==> src/rtl/arp_cache_table_macros.svh <==
// Assertion macros shared by the ARP cache table modules.
`ifndef ARP_CACHE_TABLE_MACROS_SVH
`define ARP_CACHE_TABLE_MACROS_SVH

// Same-cycle implication, disabled during reset.
`define ARPC_ASSERT_IMP(label, clk, rst, ante, cons) \
  label: assert property (@(posedge clk) disable iff (rst) (ante) |-> (cons)) \
    else $error("arp cache table: same-cycle check failed");

// Next-cycle implication, disabled during reset.
`define ARPC_ASSERT_NXT(label, clk, rst, ante, cons) \
  label: assert property (@(posedge clk) disable iff (rst) (ante) |=> (cons)) \
    else $error("arp cache table: next-cycle check failed");

`endif

==> src/rtl/arpc_pkg.sv <==
// Types and constants of the ARP cache table.
package arpc_pkg;

  localparam int ARPC_ENTRIES = 16;
  localparam int IP_BYTES     = 4;
  localparam int MAC_BYTES    = 6;
  localparam int IP_W         = IP_BYTES * 8;
  localparam int MAC_W        = MAC_BYTES * 8;

  localparam logic KIND_LOOKUP = 1'b0;
  localparam logic KIND_INSERT = 1'b1;

  typedef struct packed {
    logic [IP_W-1:0]  ip;
    logic [MAC_W-1:0] mac;
  } arpc_entry_t;

  typedef struct packed {
    logic             hit;
    logic [MAC_W-1:0] found_mac;
    logic             table_full;
  } arpc_res_t;

endpackage

==> src/rtl/arpc_req_if.sv <==
// Request and response channel interfaces of the ARP cache table.
interface arpc_req_if import arpc_pkg::*; ();
  logic             valid;
  logic             ready;
  logic             kind;
  logic [IP_W-1:0]  ip_addr;
  logic [MAC_W-1:0] mac_addr;

  modport source (output valid, output kind, output ip_addr, output mac_addr, input ready);
  modport sink   (input valid, input kind, input ip_addr, input mac_addr, output ready);
endinterface

interface arpc_rsp_if import arpc_pkg::*; ();
  logic             valid;
  logic             ready;
  logic             hit;
  logic [MAC_W-1:0] found_mac;
  logic             table_full;

  modport source (output valid, output hit, output found_mac, output table_full, input ready);
  modport sink   (input valid, input hit, input found_mac, input table_full, output ready);
endinterface

==> src/rtl/arpc_ram.sv <==
// Generic single-port-write, single-port-read RAM with registered read data.
module arpc_ram #(
  parameter int WIDTH = 8,
  parameter int DEPTH = 16
) (
  input  logic                                       clk,
  input  logic                                       we,
  input  logic [((DEPTH > 1) ? $clog2(DEPTH) : 1)-1:0] waddr,
  input  logic [WIDTH-1:0]                           wdata,
  input  logic                                       re,
  input  logic [((DEPTH > 1) ? $clog2(DEPTH) : 1)-1:0] raddr,
  output logic [WIDTH-1:0]                           rdata
);

  logic [WIDTH-1:0] mem [DEPTH];

  always_ff @(posedge clk) begin
    if (we) begin
      mem[waddr] <= wdata;
    end
    if (re) begin
      rdata <= mem[raddr];
    end
  end

endmodule

==> src/rtl/arpc_ctrl.sv <==
// Search and update sequencer of the ARP cache table, with its entry memory.
`include "arp_cache_table_macros.svh"

module arpc_ctrl import arpc_pkg::*; #(
  parameter int ENTRIES = ARPC_ENTRIES
) (
  input  logic       clk,
  input  logic       rst,
  arpc_req_if.sink   req,
  output logic       res_valid,
  input  logic       res_ready,
  output arpc_res_t  res
);

  localparam int AW = (ENTRIES > 1) ? $clog2(ENTRIES) : 1;
  localparam int CW = $clog2(ENTRIES + 1);
  localparam int EW = $bits(arpc_entry_t);

  localparam logic [1:0] ST_IDLE   = 2'd0;
  localparam logic [1:0] ST_SEARCH = 2'd1;
  localparam logic [1:0] ST_RESP   = 2'd2;

  logic [1:0]       state, state_next;
  logic             kind_q;
  logic [IP_W-1:0]  ip_q;
  logic [MAC_W-1:0] mac_q;
  logic [CW-1:0]    count, count_next;
  logic [CW-1:0]    raddr, raddr_next;
  logic             rd_pend, rd_pend_next;
  logic [AW-1:0]    rd_addr, rd_addr_next;
  arpc_res_t        res_q, res_next;

  logic             mem_we;
  logic [AW-1:0]    mem_waddr;
  arpc_entry_t      mem_wdata;
  logic             mem_re;
  logic [AW-1:0]    mem_raddr;
  logic [EW-1:0]    mem_rdata;
  arpc_entry_t      rd_entry;
  logic             match;
  logic             scan_done;
  logic             accept;
  logic             drop_legal;

  arpc_ram #(
    .WIDTH (EW),
    .DEPTH (ENTRIES)
  ) u_ram (
    .clk   (clk),
    .we    (mem_we),
    .waddr (mem_waddr),
    .wdata (mem_wdata),
    .re    (mem_re),
    .raddr (mem_raddr),
    .rdata (mem_rdata)
  );

  assign rd_entry  = arpc_entry_t'(mem_rdata);
  assign req.ready = (state == ST_IDLE);
  assign accept    = req.valid && req.ready;
  // Occupied slots are exactly those below the fill count.
  assign match     = rd_pend && (rd_entry.ip == ip_q);
  assign scan_done = !rd_pend && (raddr == count);
  assign res_valid = (state == ST_RESP);
  assign res       = res_q;
  // A dropped insert is only possible for an insert on a full table.
  assign drop_legal = (kind_q == KIND_INSERT) && (count == CW'(ENTRIES));

  always_comb begin
    state_next   = state;
    count_next   = count;
    raddr_next   = raddr;
    rd_pend_next = rd_pend;
    rd_addr_next = rd_addr;
    res_next     = res_q;
    mem_we       = 1'b0;
    mem_waddr    = rd_addr;
    mem_wdata    = '{ip: ip_q, mac: mac_q};
    mem_re       = 1'b0;
    mem_raddr    = raddr[AW-1:0];
    unique case (state)
      ST_IDLE: begin
        if (req.valid) begin
          state_next   = ST_SEARCH;
          raddr_next   = '0;
          rd_pend_next = 1'b0;
        end
      end
      ST_SEARCH: begin
        priority if (match) begin
          res_next.hit        = 1'b1;
          res_next.found_mac  = (kind_q == KIND_LOOKUP) ? rd_entry.mac : '0;
          res_next.table_full = 1'b0;
          mem_we              = (kind_q == KIND_INSERT);
          state_next          = ST_RESP;
        end else if (scan_done) begin
          res_next = '0;
          if (kind_q == KIND_INSERT) begin
            if (count < CW'(ENTRIES)) begin
              mem_we     = 1'b1;
              mem_waddr  = count[AW-1:0];
              count_next = count + CW'(1);
            end else begin
              res_next.table_full = 1'b1;
            end
          end
          state_next = ST_RESP;
        end else begin
          rd_pend_next = (raddr < count);
          if (raddr < count) begin
            mem_re       = 1'b1;
            rd_addr_next = raddr[AW-1:0];
            raddr_next   = raddr + CW'(1);
          end
        end
      end
      ST_RESP: begin
        if (res_ready) begin
          state_next = ST_IDLE;
        end
      end
      default: begin
        state_next = ST_IDLE;
      end
    endcase
  end

  always_ff @(posedge clk) begin
    if (rst) begin
      state   <= ST_IDLE;
      count   <= '0;
      rd_pend <= 1'b0;
    end else begin
      state   <= state_next;
      count   <= count_next;
      rd_pend <= rd_pend_next;
    end
  end

  always_ff @(posedge clk) begin
    raddr   <= raddr_next;
    rd_addr <= rd_addr_next;
    res_q   <= res_next;
    if (accept) begin
      kind_q <= req.kind;
      ip_q   <= req.ip_addr;
      mac_q  <= req.mac_addr;
    end
  end

  `ARPC_ASSERT_IMP(a_count_bound, clk, rst, 1'b1, count <= CW'(ENTRIES))
  `ARPC_ASSERT_IMP(a_write_in_search, clk, rst, mem_we, state == ST_SEARCH)
  `ARPC_ASSERT_IMP(a_full_only_insert, clk, rst, res_valid && res_q.table_full, drop_legal)

endmodule

==> src/rtl/arp_cache_table.sv <==
// Top level of the ARP cache table: IPv4 to MAC lookup and insert with a result register.
//
//   channel  dir  handshake      payload
//   req      in   valid/ready    kind, ip_addr[31:0], mac_addr[47:0]
//   rsp      out  valid/ready    hit, found_mac[47:0], table_full
//
// An item scans the occupied slots one per cycle and stops at a matching IP. Its result
// is registered in the sequencer and then in the output register before it reaches rsp.
// req is ready again in the cycle in which the result appears. Reset clears the fill
// count and the control state but not the slots, because slots fill in order and are
// never freed. While rsp stalls, the next item is still accepted and searched, and its
// finished result then waits in the sequencer.
`include "arp_cache_table_macros.svh"

module arp_cache_table import arpc_pkg::*; #(
  parameter int ENTRIES = ARPC_ENTRIES
) (
  input  logic     clk,
  input  logic     rst,
  arpc_req_if.sink req,
  arpc_rsp_if.source rsp
);

  logic      res_valid;
  logic      res_ready;
  arpc_res_t res;
  logic      out_valid;
  arpc_res_t out_data;

  arpc_ctrl #(
    .ENTRIES (ENTRIES)
  ) u_ctrl (
    .clk       (clk),
    .rst       (rst),
    .req       (req),
    .res_valid (res_valid),
    .res_ready (res_ready),
    .res       (res)
  );

  // The output register takes a new result when empty or when its item is taken.
  assign res_ready = !out_valid || rsp.ready;

  always_ff @(posedge clk) begin
    if (rst) begin
      out_valid <= 1'b0;
    end else if (res_ready) begin
      out_valid <= res_valid;
    end
  end

  always_ff @(posedge clk) begin
    if (res_valid && res_ready) begin
      out_data <= res;
    end
  end

  assign rsp.valid      = out_valid;
  assign rsp.hit        = out_data.hit;
  assign rsp.found_mac  = out_data.found_mac;
  assign rsp.table_full = out_data.table_full;

  `ARPC_ASSERT_NXT(a_res_loaded, clk, rst, res_valid && res_ready, out_valid)
  `ARPC_ASSERT_NXT(a_out_held, clk, rst, out_valid && !rsp.ready, out_valid)
  `ARPC_ASSERT_IMP(a_hit_not_full, clk, rst, out_valid, !(out_data.hit && out_data.table_full))

endmodule
==> src/flat_wrapper.sv <==
// flat-port wrapper written by rule: the top's interface ports become plain ports
module arp_cache_table_flat import arpc_pkg::*;
#(
  parameter int ENTRIES = ARPC_ENTRIES
)
  (clk, rst, req_valid, req_kind, req_ip_addr, req_mac_addr, req_ready, rsp_valid, rsp_hit, rsp_found_mac, rsp_table_full, rsp_ready);
  arpc_req_if req_i ();
  arpc_rsp_if rsp_i ();
  input  logic clk;
  input  logic rst;
  input wire logic [$bits(req_i.valid)-1:0] req_valid;
  input wire logic [$bits(req_i.kind)-1:0] req_kind;
  input wire logic [$bits(req_i.ip_addr)-1:0] req_ip_addr;
  input wire logic [$bits(req_i.mac_addr)-1:0] req_mac_addr;
  output wire logic [$bits(req_i.ready)-1:0] req_ready;
  output wire logic [$bits(rsp_i.valid)-1:0] rsp_valid;
  output wire logic [$bits(rsp_i.hit)-1:0] rsp_hit;
  output wire logic [$bits(rsp_i.found_mac)-1:0] rsp_found_mac;
  output wire logic [$bits(rsp_i.table_full)-1:0] rsp_table_full;
  input wire logic [$bits(rsp_i.ready)-1:0] rsp_ready;
  assign req_i.valid = req_valid;
  assign req_i.kind = req_kind;
  assign req_i.ip_addr = req_ip_addr;
  assign req_i.mac_addr = req_mac_addr;
  assign req_ready = req_i.ready;
  assign rsp_valid = rsp_i.valid;
  assign rsp_hit = rsp_i.hit;
  assign rsp_found_mac = rsp_i.found_mac;
  assign rsp_table_full = rsp_i.table_full;
  assign rsp_i.ready = rsp_ready;
  arp_cache_table #(.ENTRIES(ENTRIES)) u_core (.clk(clk), .rst(rst), .req(req_i), .rsp(rsp_i));
endmodule
==> config.mk <==
export PLATFORM = sky130hd
export DESIGN_NAME = arp_cache_table_flat
export DESIGN_NICKNAME = d
export VERILOG_FILES = /design/src/rtl/arpc_pkg.sv /design/src/rtl/arpc_req_if.sv /design/src/rtl/arpc_ram.sv /design/src/rtl/arpc_ctrl.sv /design/src/rtl/arp_cache_table.sv /design/src/flat_wrapper.sv
export VERILOG_INCLUDE_DIRS = /design/src /design/src/rtl
export SDC_FILE = /design/constraint.sdc
export NUM_CORES = 1
export LEC_CHECK = 0
export ABC_AREA = 0
export BUFFER_PORTS_ARGS = -buffer_cell sky130_fd_sc_hd__buf_2
export CAP_MARGIN = 20
export CELL_PAD_IN_SITES_DETAIL_PLACEMENT = 0
export CELL_PAD_IN_SITES_GLOBAL_PLACEMENT = 1
export CORE_MARGIN = 10
export CORE_UTILIZATION = 45
export DETAILED_ROUTE_END_ITERATION = 16
export PLACE_DENSITY = 0.7
export SLEW_MARGIN = 30
export SYNTH_ARGS = -nofsm -noshare
export SYNTH_HDL_FRONTEND = slang
export SYNTH_SLANG_ARGS = --single-unit
==> constraint.sdc <==
create_clock -name clk -period 10 [get_ports clk]
set_input_delay 2 -clock clk [delete_from_list [all_inputs] [get_ports clk]]
set_output_delay 2 -clock clk [all_outputs]
set_load 0.01 [all_outputs]
## After elaboration in Yosys (flattened, before gate mapping)

Memories as Yosys holds them, arrays and structs flattened. A register that Yosys moved wholly into a read port is not among the register bits.
Index checks and enable logic that the tools add are counted.

- Bitwise logic cells: 2
- Equality and inequality tests: 10
- Mux-type cells: 35
- Reduce and logical (&&, ||, !) cells: 16
- Add/sub/neg operators: 2
- Order comparisons: 2

Operators by type and width:

| operator | number |
|---|---|
| $mux 50 | 1 |
| $mux 49 | 1 |
| $mux 48 | 1 |
| $eq 32x32->1 | 1 |
| $mux 4 | 5 |
| $mux 5 | 4 |
| $mux 1 | 16 |
| $add 5x1->5 const B | 2 |
| $ne 2x2->1 const B | 5 |
| $pmux 5 s2 | 1 |
| $reduce_and 5->1 | 2 |
| $mux 2 | 4 |
| $reduce_and 4->1 | 2 |
| $pmux 2 s3 | 1 |
| $eq 5x5->1 | 1 |
| $lt 5x5->1 | 1 |
| $lt 5x5->1 const B | 1 |
| $logic_and 1x1->1 | 4 |
| $reduce_bool 2->1 | 2 |
| $ne 3x3->1 const B | 1 |
| $reduce_and 3->1 | 1 |
| $eq 2x1->1 const B | 1 |
| $eq 2x2->1 const B | 1 |
| $logic_not 1->1 | 2 |
| 5 further kinds | 6 |

- Logic and storage cells: 83
- Bits in writable memories: 1280
- Memories kept: 1
- Bits in registers: 199
- Input bits: 85

Memories:

| memory | depth | bits a word | rd ports | clocked after memory_dff | write ports | line | source |
|---|---|---|---|---|---|---|---|
| u_core.u_ctrl.u_ram.mem | 16 | 80 | 1 | 1 | 1 | arpc_ram.sv:15 | `logic [WIDTH-1:0] mem [DEPTH];` |

## Logic depth before layout (Yosys ltp)

Gate-level depths: netlist of the first run.

- Depth in word-level cells: 8
- Mapped depth: 11
- Depth with buffers taken out: 7

## By module

From an unflattened synthesis of the first run, not the netlist that was laid out.

- Cell total of the unflattened synthesis: 2429
- Area, all modules: 57327.5 sq um

Modules (own cells, without submodules):

| module | cells an instance | area an instance (sq um) | times used |
|---|---|---|---|
| arpc_ram | 2054 | 50223.2 | 1 |
| arpc_ctrl | 320 | 5547.8 | 1 |
| arp_cache_table | 55 | 1556.5 | 1 |

## Worst setup path before layout of the first run

Ideal clock, no wire load.

- Kind: reg2reg
- Start point: reg u_core.u_ctrl.raddr[0]
- End point: mem u_core.u_ctrl.u_ram.mem[4][0] (netlist name), enable pin
- Period minus slack after synthesis: 6503 ps
- Stages on the path, launching flop included: 11
- Path slack: 3497 ps
- Arrival: 5959 ps
- Library setup time: 545 ps
- Path buffers: 4
- Cells stage by stage: edfxtp_1 > buf_6 > buf_6 > buf_4 > inv_1 > ha_1 > nand2b_1 > nor4_4 > buf_2 > a31oi_1 > a21oi_1

- Longest elaborated chain between the ends: 7
- Elaborated cells on any way between the ends: 10

RTL lines:

| element | line | source |
|---|---|---|
| start: declaration | arpc_ctrl.sv:28 | `logic [CW-1:0] raddr, raddr_next;` |
| start signal: assignment | arpc_ctrl.sv:141 | `raddr <= raddr_next;` |
| $eq 5x5->1 * | arpc_ctrl.sv:63 | `assign scan_done = !rd_pend && (raddr == count);` |
| $logic_and 1x1->1 * | arpc_ctrl.sv:63 |  |
| $mux 1 | arpc_ctrl.sv:96 | `end else if (scan_done) begin` |
| $mux 1 | arpc_ctrl.sv:90 | `priority if (match) begin` |
| $mux 1 | arpc_ctrl.sv:81 | `unique case (state)` |
| $mux 1 | arpc_ram.sv:18 | `if (we) begin` |
| $mux 1 (not written as such) | arpc_ram.sv:19 | `mem[waddr] <= wdata;` |
| end: declaration | arpc_ram.sv:15 |  |

Mark *: on every way between the ends. The rest lies on a longest branch, timed or not.

## Final worst setup path of the first run

- Start point: reg u_core.u_ctrl.ip_q[13]
- End point: mem u_core.u_ctrl.u_ram.mem[4][25] (netlist name), enable pin

- Longest elaborated chain between the ends: 6
- Elaborated cells on any way between the ends: 8

RTL lines:

| element | line | source |
|---|---|---|
| start: declaration | arpc_ctrl.sv:25 | `logic [IP_W-1:0] ip_q;` |
| start signal: assignment | arpc_ctrl.sv:146 | `ip_q <= req.ip_addr;` |
| $eq 32x32->1 * | arpc_ctrl.sv:62 | `assign match = rd_pend && (rd_entry.ip == ip_q);` |
| $logic_and 1x1->1 * | arpc_ctrl.sv:62 |  |
| $mux 1 | arpc_ctrl.sv:90 |  |
| $mux 1 | arpc_ctrl.sv:81 |  |
| $mux 1 | arpc_ram.sv:18 |  |
| $mux 1 (not written as such) | arpc_ram.sv:19 |  |

Marked as above.

==> impl_metrics.ini, run 1 <==
[run_status]
status = completed

[synth]
ys_types = 44
ys_ff_latch = 1559
synth_top_area_share_pct = 80.51
synthTopCellsByArea = edfxtp_1, mux4_2, and2_1
synth_commonest_cells = edfxtp_1, mux4_2, and2_1
synth_cells = 2279
synth_fp_nets = 2371
yosysTopAreaCell = edfxtp_1
ys.flop_type = edfxtp_1
ys_seq_area_share_pct = 80.82
synthArstFlopShare_pct = 0
synth_xor_area_share_pct = 0.5865
synthMuxAreaShare_pct = 15.60
yosysWarnings = 0
mappedNetlistArea_mm2 = 0.05782
synth_compound_area_share_pct = 0.3333
yosys.cell_count.top_type = edfxtp_1
synth_top_family_by_area = multiplexers
synth_edf_count = 1550
avgSynthCellArea_um2 = 25.37
synth_fa_ha_area_share_pct = 0.1515
yosys.area_share.simple_pct = 1.476

[placement]
io_buffers = 136
dp_hpwl_um = 67770
dp_cells = 4032
place.gp.congestion = 0.7672
place_ws_ns = 4.562

[min_path]
hold_depth = 0
holdCritStartpoint = u_core.u_ctrl.res[0]
worstHoldEndpoint = u_core.rsp.table_full
hold_path.class = reg -> reg

[cts]
postCtsSetupBuffers = 0
clock_latency_ns = 0.79
clkTransAtPathRegs_ns = 0.06
postCtsHoldBufs = 0
cts_buffers = 156
root_buffer = clkbuf_16
cts_resized = 0
cts_tree = yes
htreeDepth = 4
cts.sinks = 1559
cts_max_path_buffers = 3

[setup_path]
arrival_ns = 5.79
rr_startpoint = u_core.u_ctrl.ip_q[13]
cp.required_ns = 10.39
critical_path_class = reg -> reg
worstReg2RegEnd = u_core.u_ctrl.u_ram.mem[4][25]
cp-end-kind = flop
startpoint = u_core.u_ctrl.ip_q[13]
r2r.worst_path.cells = 7
crit_path_start_kind = flop
worstPathMaxFanout = 40
reg2reg_slack_ns = 4.60

[global_routing]
grt.overflow.total = 0
antenna_found_initial = 9
grt_pass1_wl_um = 181700
grt_pass1_vias = 26070
grt_max_degree = 99
grt_usage_pct = 17.46

[timing]
timing.final.ws_setup_ns = 4.602
finClkSkew_ns = 0.04244
max_slew_margin_pct = 34.02
setup_viol = 0
post-route-period-util_pct = 53.98
finalHoldViolations = 0
clock.fmax_ghz = 0.1853
period_minus_slack_ns = 5.398
worstMarginPinSlew_ns = 0.9850
fin_tns_setup_ns = 0
rsz0062_at_grt = false
slew_violations = 0

[final_layout]
nFillCells = 9668
area_delta_synth_final_pct = 13.53
instances_no_fill = 4309
drive_gt1_share_pct = 31.17
antenna_cells = 0
fin_nets = 2620

[routing]
drt-total-wl_um = 124200
post_drt_wl_per_cell_um = 28.82
vias = 24820
drtAntennaViolNets = 0
initialDrtViolationCount = 2537
vias_per_cell = 5.760
drtPass1Iterations = 5
drc = 0

[die]
die_height_um = 378.4
start_util_pct = 45.34
die_area_mm2 = 0.1432
core-area_mm2 = 0.1275
io_pins = 137
row_count = 131
die_x_um = 378.4

[power]
vdd_ir_drop_max_uv = 213.1
p_per_area_mw_per_mm2 = 218.4
leakagePower_nw = 20.18

[job]
drv_cap = 0
routing by layer:
| layer | global-route usage [%] | vias up | part of all wire, % |
|---|---|---|---|
| li1 | - | 10310 | - |
| met1 | 23.96 | 13450 | 42 |
| met2 | 28.11 | 860 | 50 |
| met3 | 4.067 | 191 | 6.8 |
| met4 | 4.804 | 10 | 2.1 |
| met5 | 0 | - | 0.056 |
worst max-delay path, stage by stage (launching register included):
cell and delay [ns]:
edfxtp_1 0.62, xnor2_1 0.52, nand4_1 0.27, nor4_4 0.71, nand4_1 0.60, a21oi_4 0.94, buf_4 0.56, buf_4 0.72
sequential cells by signal, summed over array words and instances (netlist names):
name / count
u_core.rsp.table_full: 1
u_core.rsp.hit: 1
u_core.u_ctrl.count: 5
u_core.u_ctrl.raddr: 5
u_core.u_ctrl.mac_q: 48
u_core.u_ctrl.res: 50
u_core.u_ctrl.kind_q: 1
u_core.u_ctrl.state: 2
u_core.rsp.found_mac: 48
u_core.u_ctrl.rd_pend: 1
u_core.u_ctrl.ip_q: 32
u_core.rsp.valid: 1
u_core.u_ctrl.u_ram.mem: 1280
u_core.u_ctrl.u_ram.rdata: 80
u_core.u_ctrl.rd_addr: 4
worst max-delay path by stage:
| stage | end | cells after the start |
|---|---|---|
| 6_report | u_core.u_ctrl.u_ram.mem[4][25] | 7 |
| 5_1_grt | u_core.u_ctrl.u_ram.mem[4][21] | 8 |
| 4_1_cts | u_core.u_ctrl.u_ram.mem[4][25] | 7 |
| 3_5_place_dp | u_core.u_ctrl.u_ram.mem[5][6] | 7 |
| 3_3_place_gp | u_core.u_ctrl.u_ram.mem[4][6] | 7 |
| 2_1_floorplan | u_core.u_ctrl.u_ram.mem[4][0] | 10 |
metrics by stage:
stage | power [mW] | instance area [µm²] | utilization (%) | hold slack [ns]
after floorplan | 8.571 | 57820 | - | 0.4003
after global placement | 8.947 | 60610 | 47.53 | 0.4032
after detailed placement | 8.972 | 60750 | 47.64 | 0.4055
after CTS | 14.51 | 65620 | 51.46 | 0.4044
after global routing | 14.83 | 65640 | 51.47 | 0.4059
final | 14.34 | 65640 | 51.47 | 0.4028
placed cells by master, fill, tap and decap left out, types with 9 or more instances in the layout:
master,Yosys,layout
a21oi_4,0,13
and2_1,50,49
buf_2,9,136
buf_4,21,38
clkbuf_1,42,31
clkbuf_16,0,158
clkinv_1,0,39
clkinv_2,0,20
dfxtp_1,9,9
edfxtp_1,1550,1550
inv_1,11,10
mux4_2,400,400
nand2_1,9,9
nand2b_1,9,9
nand4_1,16,16
nor2_1,17,13
xnor2_1,31,31
cells by family (layout without fill, tap and decap cells):
family,after synthesis,count (layout)
DFF,1559,1559
muxes,401,401
and+or+nand+nor,134,134
buffers and inverters,109,477
xor gates and xnor gates,37,37
AOI/OAI and AO/OA,32,32
adders and majority gates,7,7
area by class of cell:
class | count | area, µm² | area share, %
clock buffer | 189 | 4070 | 6.201
clock inverter | 88 | 807.0 | 1.229
timing repair buffer | 189 | 1227 | 1.870
multi-input combinational | 611 | 10690 | 16.28
tap | 1662 | 2079 | 3.168
sequential | 1559 | 46720 | 71.18
inverter | 11 | 43.79 | 0.06672
report_power, final:
| part | internal (mW) | switching [mW] | leakage, nW |
|---|---|---|---|
| combinational | 0.645 | 0.641 | 3.85 |
| sequential | 7.38 | 0.150 | 14.0 |
| clock | 3.11 | 2.42 | 2.37 |
| total | 11.1 | 3.21 | 20.2 |
(Power assumes the default switching activity.)
==> run 2, diff against run 1 <==
- PLACE_DENSITY: 0.7 -> 0.72
- clock period: 10 -> 4.58 ns (I/O delays scaled with it)
==> run 2 against run 1 <==
  * Count of clock-buffer cells in the layout down 6
  * Critical path depth down 1
  * Wire length grew 0.23%
  * First-iteration DRC count is 5.6% higher
  * Flip-flop and latch count stayed put
  * Die area did not move
  * Via count is 0.91% higher
  * Core utilization up 0.28 points
==> impl_metrics.ini, run 2 (same netlist as run 1, synthesis figures left out) <==
[placement]
place.gp.congestion = 0.7731
io_buffers = 136
dp_hpwl_um = 63780

[timing]
post-route-period-util_pct = 83.18
slew_violations = 0
max_slew_margin_pct = 32.41
clock.fmax_ghz = 0.2625
finalHoldViolations = 0
period_minus_slack_ns = 3.810
finClkSkew_ns = 0.03020
worstMarginPinSlew_ns = 1.014
whs_ns = 0.3043
setup_viol = 0
fin_tns_setup_ns = 0
rsz0062_at_grt = false

[run_status]
status = completed

[routing]
vias = 25040
post_drt_wl_per_cell_um = 28.75
vias_per_cell = 5.784
drtPass1Iterations = 5
drt-total-wl_um = 124500
initialDrtViolationCount = 2680
drtAntennaViolNets = 0
drc = 0

[setup_path]
worstReg2RegEnd = u_core.u_ctrl.u_ram.mem[13][35]
arrival_ns = 4.26
cp-end-kind = flop
critPathMaxStageDelay_ns = 0.66
critical_path_class = reg -> reg
crit_buf_inv = 1
rr_startpoint = u_core.u_ctrl.ip_q[29]
crit_top_cell = nand4_1
crit_chain = xnor2_1, nand4_1, nor4_4, nand4_1, a21oi_4, buf_4
r2r.worst_path.cells = 6
reg2reg_slack_ns = 0.77
cp_top_family = simple AND/OR/NAND/NOR gates
cp_slowest_cell = a21oi_4
cp.required_ns = 5.03
worstPathMaxFanout = 17
crit_path_start_kind = flop

[global_routing]
grt.overflow.total = 0
grt_max_degree = 137
grt_usage_pct = 17.45
grt_pass1_vias = 26440
antenna_found_initial = 2
grt_pass1_wl_um = 182600

[final_layout]
antenna_cells = 0
fin_nets = 2629
largest_reg_flops = 1280
final_common_cell = edfxtp_1
drive_gt1_share_pct = 31.75
area_delta_synth_final_pct = 14.14
layout_common_cells = edfxtp_1, mux4_2, clkbuf_16
top_register = u_core.u_ctrl.u_ram.mem
nFillCells = 9588

[die]
die_x_um = 378.4
io_pins = 137
die_area_mm2 = 0.1432
core-area_mm2 = 0.1275
row_count = 131
start_util_pct = 45.34
die_height_um = 378.4

[min_path]
hold_path.class = in -> reg
hold_depth = 1
holdCritStartpoint = req_ip_addr[20]
worstHoldEndpoint = u_core.u_ctrl.ip_q[20]

[cts]
root_buffer = clkbuf_16
clock_latency_ns = 0.78
cts_tree = yes
cts_max_path_buffers = 3
cts.sinks = 1559
clkTransAtPathRegs_ns = 0.06
cts_resized = 0
cts_buffers = 155
postCtsSetupBuffers = 0
htreeDepth = 4
postCtsHoldBufs = 0

[power]
p_per_area_mw_per_mm2 = 474.6
leakagePower_nw = 20.28
vdd_ir_drop_max_uv = 411.6
total_power_mw = 31.32

[job]
drv_cap = 0
[run 2: cell types whose count changed in the layout (fill, tap and decap cells not counted), moves of 6 or more]
cell	before	now
clkbuf_1	31	25
buf_4	38	31
inv_6	5	11
clkinv_1	39	47
clkinvlp_4	2	10
buf_12	5	29
[run 2: layout make-up]
class,instances,area [µm²],area share [%]
timing repair buffer,199,1544,2.340
inverter,11,46.29,0.07015
multi-input combinational,611,10700,16.22
clock buffer,183,4048,6.133
tap,1662,2079,3.151
sequential,1559,46720,70.80
clock inverter,105,847.1,1.284
[run 2: power breakdown]
group | leakage, nW | total (mW) | switching (mW) | internal [mW]
Sequential | 14.0 | 16.4 | 0.321 | 16.1
Clock | 2.36 | 12.1 | 5.33 | 6.82
Combinational | 3.96 | 2.75 | 1.34 | 1.41
Total | 20.3 | 31.3 | 6.99 | 24.3
[run 2: stage by stage]
step	utilization [%]	instances	worst slack [ns]	area, µm²
after floorplan	-	2279	-1.285	57920
after global placement	47.86	4041	0.9734	61040
after detailed placement	47.89	4042	0.7796	61070
after CTS	51.73	4330	0.7570	65960
after global routing	51.75	4330	0.5233	65990
final	51.75	4330	0.7704	65990
[run 2: routing by layer]
metal	vias up	share of wire, %	global-route usage [%]
li1	10360	-	-
met1	13490	42	24.56
met2	994	48	27.54
met3	207	6.9	3.378
met4	0	2.6	5.656
met5	-	0	0
[run 2: worst max-delay path by stage]
stage	startpoint	end	slack [ns]	cells past startpoint
3_5_place_dp	u_core.u_ctrl.ip_q[29]	u_core.u_ctrl.u_ram.mem[13][35]	0.78	6
6_report	u_core.u_ctrl.ip_q[29]	u_core.u_ctrl.u_ram.mem[13][35]	0.77	6
4_1_cts	u_core.u_ctrl.ip_q[29]	u_core.u_ctrl.u_ram.mem[13][35]	0.76	6
3_3_place_gp	u_core.u_ctrl.ip_q[29]	u_core.u_ctrl.u_ram.mem[13][35]	0.97	6
2_1_floorplan	u_core.u_ctrl.raddr[0]	u_core.u_ctrl.u_ram.mem[3][0]	-1.28	10
5_1_grt	u_core.u_ctrl.ip_q[29]	u_core.u_ctrl.u_ram.mem[13][33]	0.52	6
